File: src/sv/bidt_pkg.sv
// shared types and constants of the bitmap id table
package bidt_pkg;

  localparam int ID_BITS     = 6;
  localparam int CNT_BITS    = 7;
  localparam int WORD_BITS   = 32;
  localparam int CHUNK       = 32;
  localparam int CHUNK_BITS  = 5;
  localparam int CFG_ADDR_BITS = 3;

  localparam logic [CNT_BITS-1:0] ACTIVE_RESET = 7'd64;
  // word select bit of paddr for the one register
  localparam logic REG_ACTIVE_ENTRIES = 1'b0;

  typedef enum logic [2:0] {
    OP_FIND      = 3'd0,
    OP_INSTALL   = 3'd1,
    OP_UNINSTALL = 3'd2,
    OP_SET       = 3'd3,
    OP_GET       = 3'd4
  } op_t;

  typedef enum logic [1:0] {
    ST_OK     = 2'd0,
    ST_PERM   = 2'd1,
    ST_RANGE  = 2'd2,
    ST_NODATA = 2'd3
  } status_t;

  typedef struct packed {
    logic [2:0]           cmd;
    logic [ID_BITS-1:0]   id;
    logic [WORD_BITS-1:0] write_data;
    logic                 data_present;
  } req_t;

  typedef struct packed {
    logic [1:0]           status;
    logic [WORD_BITS-1:0] read_data;
    logic [CNT_BITS-1:0]  free_id;
  } rsp_t;

  // controller to datapath
  typedef struct packed {
    logic capture;
    logic apply;
    logic scan;
  } ctl_t;

  // datapath to controller
  typedef struct packed {
    logic is_find;
    logic scan_end;
  } sts_t;

endpackage

File: src/sv/bitmap_id_table_top.sv
// top level of the bitmap id table: register port, controller and datapath
// done is registered: a non-find command raises it as it leaves the check state, a find when
//   its scan ends; a find scans the bitmap chunk by chunk until a free id turns up (2 chunks at the
//   default depth of 64, at most 4 for 127 ids); a new command is taken only in idle
// reset: bitmap cleared at once, active_entries back to 64, no clearing pass
// results are shown for one cycle on done; the receiver cannot stall
module bitmap_id_table_top #(
  parameter int DEPTH     = 64,
  parameter int DATA_BITS = 32
) (
  input  logic                                clk,
  input  logic                                rst,
  // register port
  input  logic                                psel,
  input  logic                                penable,
  input  logic                                pwrite,
  input  logic [bidt_pkg::CFG_ADDR_BITS-1:0]  paddr,
  input  logic [31:0]                         pwdata,
  output logic [31:0]                         prdata,
  output logic                                pready,
  // command channel
  input  logic                                start,
  output logic                                busy,
  input  bidt_pkg::req_t                      req,
  // result channel
  output logic                                done,
  output bidt_pkg::rsp_t                      rsp
);

  logic [bidt_pkg::CNT_BITS-1:0] active_entries;
  logic                          reg_hit;
  bidt_pkg::ctl_t                ctl;
  bidt_pkg::sts_t                sts;

  // zero wait states; the low two address bits pick a byte lane and are ignored
  assign pready  = 1'b1;
  assign reg_hit = (paddr[2] == bidt_pkg::REG_ACTIVE_ENTRIES);

  // word read: the active count register, zero elsewhere
  assign prdata = reg_hit ? 32'(active_entries) : '0;

  // word write on the access phase
  always_ff @(posedge clk) begin
    if (rst) begin
      active_entries <= bidt_pkg::ACTIVE_RESET;
    end else if (psel && penable && pwrite && pready && reg_hit) begin
      active_entries <= pwdata[bidt_pkg::CNT_BITS-1:0];
    end
  end

  // sequencing: capture, check and apply, or scan for a free id
  bidt_ctrl u_ctrl (
    .clk   (clk),
    .rst   (rst),
    .start (start),
    .busy  (busy),
    .done  (done),
    .ctl   (ctl),
    .sts   (sts)
  );

  // bitmap, entry memory and the registered result word
  bidt_dpath #(
    .DEPTH     (DEPTH),
    .DATA_BITS (DATA_BITS)
  ) u_dpath (
    .clk            (clk),
    .rst            (rst),
    .ctl            (ctl),
    .sts            (sts),
    .req            (req),
    .active_entries (active_entries),
    .rsp            (rsp)
  );

endmodule

File: src/sv/bidt_ctrl.sv
// sequencing state machine of the bitmap id table
module bidt_ctrl (
  input  logic           clk,
  input  logic           rst,
  input  logic           start,
  output logic           busy,
  output logic           done,
  output bidt_pkg::ctl_t ctl,
  input  bidt_pkg::sts_t sts
);

  typedef enum logic [1:0] {
    S_IDLE,
    S_CHECK,
    S_SCAN
  } state_t;

  state_t state;

  assign busy        = (state != S_IDLE);
  assign ctl.capture = start && (state == S_IDLE);
  assign ctl.apply   = (state == S_CHECK) && !sts.is_find;
  assign ctl.scan    = (state == S_SCAN);

  always_ff @(posedge clk) begin
    if (rst) begin
      state <= S_IDLE;
      done  <= 1'b0;
    end else begin
      done <= 1'b0;
      unique case (state)
        S_IDLE: begin
          if (start) state <= S_CHECK;
        end
        S_CHECK: begin
          if (sts.is_find) begin
            state <= S_SCAN;
          end else begin
            done  <= 1'b1;
            state <= S_IDLE;
          end
        end
        S_SCAN: begin
          if (sts.scan_end) begin
            done  <= 1'b1;
            state <= S_IDLE;
          end
        end
        default: state <= S_IDLE;
      endcase
    end
  end

endmodule

File: src/sv/bidt_dpath.sv
// occupancy bitmap, entry memory, chunk scanner and result register
module bidt_dpath #(
  parameter int DEPTH     = 64,
  parameter int DATA_BITS = 32
) (
  input  logic                              clk,
  input  logic                              rst,
  input  bidt_pkg::ctl_t                    ctl,
  output bidt_pkg::sts_t                    sts,
  input  bidt_pkg::req_t                    req,
  input  logic [bidt_pkg::CNT_BITS-1:0]     active_entries,
  output bidt_pkg::rsp_t                    rsp
);

  localparam int CHUNK  = bidt_pkg::CHUNK;
  localparam int CB     = bidt_pkg::CHUNK_BITS;
  localparam int CW     = bidt_pkg::CNT_BITS;
  localparam int NCHUNK = (DEPTH + CHUNK - 1) / CHUNK;
  localparam int IDXW   = (NCHUNK > 1) ? $clog2(NCHUNK) : 1;
  localparam int PW     = (IDXW + CB + 1 > CW + 1) ? IDXW + CB + 1 : CW + 1;
  localparam int AW     = $clog2(DEPTH);
  localparam int WIDE   = (DATA_BITS > bidt_pkg::WORD_BITS) ? DATA_BITS
                                                            : bidt_pkg::WORD_BITS;
  localparam int CAP    = (DEPTH > 127) ? 127 : DEPTH;

  bidt_pkg::req_t               req_q;
  logic [DATA_BITS-1:0]         mem [DEPTH];
  logic [DATA_BITS-1:0]         mem_q;
  logic [NCHUNK*CHUNK-1:0]      bmap;
  logic [IDXW-1:0]              scan_idx;

  logic [CW-1:0]                count;
  logic [AW-1:0]                in_addr;
  logic [AW-1:0]                addr;
  logic                         in_range;
  logic                         used;
  logic [WIDE-1:0]              w_wide;
  logic [WIDE-1:0]              r_wide;
  logic [DATA_BITS-1:0]         wdata;
  logic [1:0]                   st;
  logic                         set_bit;
  logic                         clr_bit;
  logic                         we;
  logic [DATA_BITS-1:0]         wd;
  logic                         get_ok;

  logic [CHUNK-1:0]             chunk;
  logic [CHUNK-1:0]             free_bits;
  logic [CB-1:0]                pe;
  logic                         hit;
  logic                         last;

  assign count    = (active_entries > CW'(CAP)) ? CW'(CAP) : active_entries;
  assign in_addr  = AW'(req.id);
  assign addr     = AW'(req_q.id);
  assign in_range = {1'b0, req_q.id} < count;
  assign used     = bmap[addr];
  assign w_wide   = WIDE'(req_q.write_data);
  assign wdata    = w_wide[DATA_BITS-1:0];
  assign r_wide   = WIDE'(mem_q);

  // an install without data writes zero; the entry memory is not cleared on uninstall or reset
  always_comb begin
    st      = bidt_pkg::ST_OK;
    set_bit = 1'b0;
    clr_bit = 1'b0;
    we      = 1'b0;
    wd      = '0;
    get_ok  = 1'b0;
    if (req_q.cmd > 3'(bidt_pkg::OP_GET)) begin
      st = bidt_pkg::ST_PERM;
    end else if (!in_range) begin
      st = bidt_pkg::ST_RANGE;
    end else begin
      unique case (req_q.cmd)
        bidt_pkg::OP_INSTALL: begin
          if (used) begin
            st = bidt_pkg::ST_PERM;
          end else begin
            set_bit = 1'b1;
            we      = 1'b1;
            wd      = req_q.data_present ? wdata : '0;
          end
        end
        bidt_pkg::OP_UNINSTALL: begin
          if (!used) st = bidt_pkg::ST_PERM;
          else clr_bit = 1'b1;
        end
        bidt_pkg::OP_SET: begin
          if (!req_q.data_present) begin
            st = bidt_pkg::ST_NODATA;
          end else if (!used) begin
            st = bidt_pkg::ST_PERM;
          end else begin
            we = 1'b1;
            wd = wdata;
          end
        end
        bidt_pkg::OP_GET: begin
          if (!used) st = bidt_pkg::ST_PERM;
          else get_ok = 1'b1;
        end
        default: ;
      endcase
    end
  end

  // one chunk of the bitmap per scan cycle, ids at or above count read as used
  assign chunk = bmap[{scan_idx, CB'(0)} +: CHUNK];

  always_comb begin
    for (int j = 0; j < CHUNK; j++) begin
      free_bits[j] = !chunk[j] && (PW'({scan_idx, CB'(j)}) < PW'(count));
    end
  end

  always_comb begin
    pe = '0;
    for (int j = CHUNK - 1; j >= 0; j--) begin
      if (free_bits[j]) pe = CB'(j);
    end
  end

  assign hit  = |free_bits;
  assign last = (PW'({scan_idx, CB'(0)}) + PW'(CHUNK)) >= PW'(count);

  assign sts.is_find  = (req_q.cmd == bidt_pkg::OP_FIND);
  assign sts.scan_end = hit || last;

  always_ff @(posedge clk) begin
    if (ctl.capture) req_q <= req;
  end

  always_ff @(posedge clk) begin
    if (ctl.capture) mem_q <= mem[in_addr];
  end

  always_ff @(posedge clk) begin
    if (ctl.apply && we) mem[addr] <= wd;
  end

  always_ff @(posedge clk) begin
    if (rst) begin
      bmap <= '0;
    end else if (ctl.apply) begin
      if (set_bit) bmap[addr] <= 1'b1;
      if (clr_bit) bmap[addr] <= 1'b0;
    end
  end

  always_ff @(posedge clk) begin
    if (ctl.capture) begin
      scan_idx <= '0;
    end else if (ctl.scan && !sts.scan_end) begin
      scan_idx <= scan_idx + 1'b1;
    end
  end

  always_ff @(posedge clk) begin
    if (ctl.apply) begin
      rsp.status    <= st;
      rsp.read_data <= get_ok ? r_wide[bidt_pkg::WORD_BITS-1:0] : '0;
      rsp.free_id   <= '0;
    end else if (ctl.scan && sts.scan_end) begin
      rsp.status    <= bidt_pkg::ST_OK;
      rsp.read_data <= '0;
      rsp.free_id   <= hit ? CW'({scan_idx, pe}) : count;
    end
  end

endmodule
File: config.mk
export PLATFORM = sky130hd
export DESIGN_NAME = bitmap_id_table_top
export DESIGN_NICKNAME = d
export VERILOG_FILES = /design/src/sv/bidt_pkg.sv /design/src/sv/bitmap_id_table_top.sv /design/src/sv/bidt_ctrl.sv /design/src/sv/bidt_dpath.sv
export SDC_FILE = /design/constraint.sdc
export NUM_CORES = 2
export LEC_CHECK = 0
export BUFFER_PORTS_ARGS = -buffer_cell sky130_fd_sc_hd__buf_4
export CAP_MARGIN = 20
export CORE_MARGIN = 2
export CORE_UTILIZATION = 35
export DETAILED_ROUTE_END_ITERATION = 8
export PLACE_DENSITY_LB_ADDON = 0.08
export SLEW_MARGIN = 20
export SYNTH_ARGS = -nofsm -noshare
export SYNTH_HDL_FRONTEND = slang
export SYNTH_SLANG_ARGS = --single-unit
File: constraint.sdc
create_clock -name clk -period 13.6 [get_ports clk]
set_clock_uncertainty 0.05 [all_clocks]
set_input_delay 2.72 -clock clk [delete_from_list [all_inputs] [get_ports clk]]
set_output_delay 2.72 -clock clk [all_outputs]
set_load 0.05 [all_outputs]
== Yosys cells after proc, flatten, opt, wreduce, memory -nomap -nowiden ==
Memories as Yosys holds them, arrays and structs flattened. A register that Yosys moved wholly into a read port is not among the register bits.
Cells that the tools add are included.
Operators by class
  add/sub/neg operators: 2
  multiply operators: 0
  div/mod/pow operators: 0
  magnitude comparators: 38
  equality and inequality tests: 8
  shift-type cells: 1
  multiplexer cells: 83
  bitwise operators: 4
  reduce and logical (&&, ||, !) cells: 83
Operators with widths (count)
  64-bit two-way mux: 4
  6-bit by 7-bit < comparator with 1-bit output: 33
  32-bit two-way mux: 7
  5-bit two-way mux: 32
  41-bit two-way mux: 2
  64-bit bitwise AND: 1
  64-bit NOT: 1
  64-bit bitwise OR: 1
  32-bit case mux with 2 select lines: 1
  64-bit by 7-bit indexed part select with 32-bit output: 1
  1-bit logical AND: 41
  1-bit logical NOT: 34
  32-bit OR reduction: 1
  1-bit two-way mux: 22
  7-bit two-way mux: 3
  2-bit two-way mux: 6
  2-bit case mux with 3 select lines: 2
  8-bit by 7-bit greater-or-equal comparator with 1-bit output: 1
  6-bit by 6-bit adder with 7-bit output, second input constant: 1
  7-bit greater-than comparator, second input constant: 1
  6-bit by 7-bit < comparator with 1-bit output, second input constant: 1
  1-bit binary-select mux with 6-bit select: 1
  1-bit demux with 6-bit select: 1
  3-bit by 2-bit == test with 1-bit output, second input constant: 2
  16 further kinds: 19
Word-level totals
  flip-flop bits (word level): 158
  latch bits: 0
  bits in writable memories: 2048
  memory bits (read-only): 0
  bits of input ports: 83
  output and inout bits: 76
  word-level logic and storage cells: 232
  memories: 1
Memory list
  u_dpath.mem: depth 64, width 32, read ports 1, clocked after Yosys merged registers in 1, write ports 1, line bidt_dpath.sv:27  | logic [DATA_BITS-1:0] mem [DEPTH];

== Depth between registers and ports, before layout ==
  depth in word-level cells: 39
  mapped depth: 14
  mapped depth without buffers: 11

== By module ==
A second synthesis with hierarchy kept.
Second synthesis, totals
  cells, all modules: 3936
  area total of the unflattened synthesis: 87980.6 um2
Modules (own cells, without submodules)
  bidt_dpath: instances 1, cells each 3847, area an instance 87178.6 um2
  bitmap_id_table_top: instances 1, cells each 66, area an instance 581.8 um2
  bidt_ctrl: instances 1, cells each 23, area an instance 220.2 um2

== Worst setup path after synthesis ==
OpenSTA, ideal clock, no wires.
  path type: input port to output port
  start: input port paddr[2] (netlist bit)
  end: output port prdata[0]
  arrival time: 3.409 ns
  data required time: 10.830 ns
  slack: 7.421 ns
  stages on the path: 1
  path buffers: 0
  cells stage by stage: nor2b_1
On the way
  word-level cells in the longest chain between the ends: 1
RTL lines
  start, declared: line bitmap_id_table_top.sv:17  | input logic [bidt_pkg::CFG_ADDR_BITS-1:0] paddr,
  7-bit two-way mux: line bitmap_id_table_top.sv:40  | assign prdata = reg_hit ? 32'(active_entries) : '0;
  end, declared: line bitmap_id_table_top.sv:19  | output logic [31:0] prdata,
No other way between the ends.

==> results_dict.tcl <==
set metrics [dict create \
    rr_worst_depth 10 \
    synth_area_per_cell_sq_um 22.5 \
    chipWidth_um 504 \
    postLayoutCellArea_sq_um 100000 \
    p_leak_nw 27.3 \
    dpl.cell_count 7239 \
    final_core_util_pct 40.4 \
    required_ns 14.13 \
    cts_buffer_depth 3 \
    peakVddDrop_v 0.000147 \
    final_cell_mix "2156 x edfxtp_1, 672 x mux4_2, 241 x clkbuf_16, 237 x buf_4, 109 x nor2_1" \
    start_util_pct 35.2 \
    stdcell_count 7687 \
    grt_use_total_pct 19.6 \
    cts_setup_buffers 0 \
    synth_area_sq_um 87500 \
    start_kind "primary input" \
    port_buffers 105 \
    viasPerCell 5.40 \
    fill_cells 22000 \
    drc 0 \
    detail_route.wl_per_cell_um 32.7 \
    core_region_area_sq_um 249000 \
    cts_resized 0 \
    ys_types 77 \
    hp-class "flop to flop" \
    cp-end-kind "flop" \
    cap_violations 0 \
    min_period_over_period_pct 46.0 \
    drt_iter0_drc 4293 \
    totalWireLength_um 252000 \
    drtAntennaViolNets 0 \
    setup_violations 0 \
    finalHoldViolations 0 \
    layout.nets 4244 \
    clkLatencyLatePin_ns 0.87 \
    cts_buffers 237 \
    io_pins 159 \
    antenna_found_initial 28 \
    grt_max_degree 118 \
    rsz0062_at_grt "no" \
    drt_pre_antenna_iters 5 \
    dpl_cell_area_sq_um 93000 \
    synth_edf_count 2156 \
    clockRootBuffer "clkbuf_16" \
    multi_input_area_sq_um 20400 \
    die-area_sq_um 254000 \
    grt_pass1_wl_um 349000 \
    final-seq-area_sq_um 66400 \
    cts_hold_buf 0 \
    max-slew-margin-rel_pct 26.0 \
    row_count 183 \
    first_global_vias 42600 \
    crit_type "primary input to flop" \
    die_h_um 504 \
    ys_seq_area_share_pct 75.9 \
    async_flop_share_pct 0 \
    hpwlAfterDp_um 130000 \
    worst_slack_ns 7.35 \
    outcome "complete, no violations" \
    synth_cells 3895 \
    yosys_register_bits 2238 \
    crit_path_max_fanout 81 \
    vias 41500 \
    cp_data_arrival_time_ns 6.78 \
    yosysWarnings 0 \
    worst_slew_pin_slew_ns 1.11 \
    syn_to_final_growth_pct 14.8 \
    hold_path_depth 2 \
    gp_congestion 0.777 \
    cts.htree.levels 4 \
    cts_tree "built" \
    synth-main-ff-cell "edfxtp_1" \
    grt_overflow 0 \
    period_minus_slack_ns 6.25 \
    cts_sinks 2238 \
    drive_gt1_share_pct 33.0 \
    clk_pin_slew_ns 0.06 \
    drv_slew 0 \
    setup_tns_ns 0 \
    pwr_density_cell_nw_per_um2 143 \
    place_ws_ns 6.31 \
    fmax_mhz 160 \
    final_common_cell "edfxtp_1" \
]
==> report_power, final <==
| part | leakage, nW | switching, mW | total [mW] | internal, mW |
|---|---|---|---|---|
| sequential | 17.3 | 0.0176 | 7.55 | 7.53 |
| combinational | 6.36 | 0.358 | 0.556 | 0.198 |
| clock | 3.64 | 2.70 | 6.27 | 3.57 |
==> registers in the layout (all words and copies together), names as in the netlist <==
| signal | flops |
|---|---|
| u_dpath.mem | 2048 |
| u_dpath.bmap | 64 |
| u_dpath.rsp | 41 |
| u_dpath.mem_q | 32 |
| u_dpath.w_wide | 32 |
| active_entries | 7 |
| u_dpath.addr | 6 |
| u_dpath.req_q | 4 |
| u_ctrl.state | 2 |
| u_ctrl.done | 1 |
| u_dpath.scan_idx | 1 |
==> path summary, 6_finish.rpt <==
kind	startpoint	to	slack [ns]
max	req[33]	u_dpath.mem_q[15]	7.35
min	u_dpath.rsp[6]	u_dpath.rsp[6]	0.40
max reg2reg	u_dpath.addr[1]	u_dpath.mem[46][4]	7.86
min reg2reg	u_dpath.rsp[6]	u_dpath.rsp[6]	0.40
==> cell type report <==
type / instances / share of cell area, %
inverter: 15 / 0.0560
timing repair buffer: 248 / 1.97
clock inverter: 137 / 1.17
clock buffer: 300 / 6.24
sequential: 2238 / 66.1
antenna: 10 / 0.0249
multi-input combinational: 1409 / 20.3
tap: 3330 / 4.15
==> cells by family after synthesis <==
group / share of synthesized area, %
flops: 75.9
fa+ha+maj: 0.183
compound gates: 2.43
simple gates: 2.09
xor+xnor: 0.0200
mux: 18.0
buf+inv: 1.37
other cells: 0.00858
==> metrics by stage <==
step                total power [mW]  hold WS, ns
finish                          14.4        0.404
detailed placement              8.26        0.400
floorplan                       8.05        0.429
global placement                8.26        0.401
CTS                             14.6        0.408
global route                    14.8        0.448
==> synthesized netlist by cell type, drive strengths merged, types with 23 or more instances <==
cell type  instances  area [sq um]
edfxtp          2156         64700
mux4             672         15100
clkbuf           145           544
buf              112           601
nor2             109           409
a21oi             85           425
dfxtp             82          1640
a211oi            73           853
nor3              73           365
and2              66           413
o21ai             41           209
nand2             40           150
mux2i             39           390
mux2              23           259
==> critical path, cell delays in order <==
cell and delay (ns):
buf_8 0.49, buf_4 0.81, buf_12 0.63, mux4_2 0.59, mux4_2 0.53, mux2_2 0.34
nand2_1 0.27, o21ai_0 0.15
==> routing by layer <==
| metal | vias up | track usage (%) | routed length [um] | share of wire (%) |
|---|---|---|---|---|
| li1 | 17100 | - | - | - |
| met1 | 22900 | 28.2 | 112000 | 44 |
| met2 | 1244 | 31.2 | 120000 | 48 |
| met3 | 305 | 3.46 | 15200 | 6.0 |
| met4 | 6 | 4.40 | 4520 | 1.8 |
| met5 | - | 0 | 41 | 0.016 |
Power figures use the tool's default switching activity.
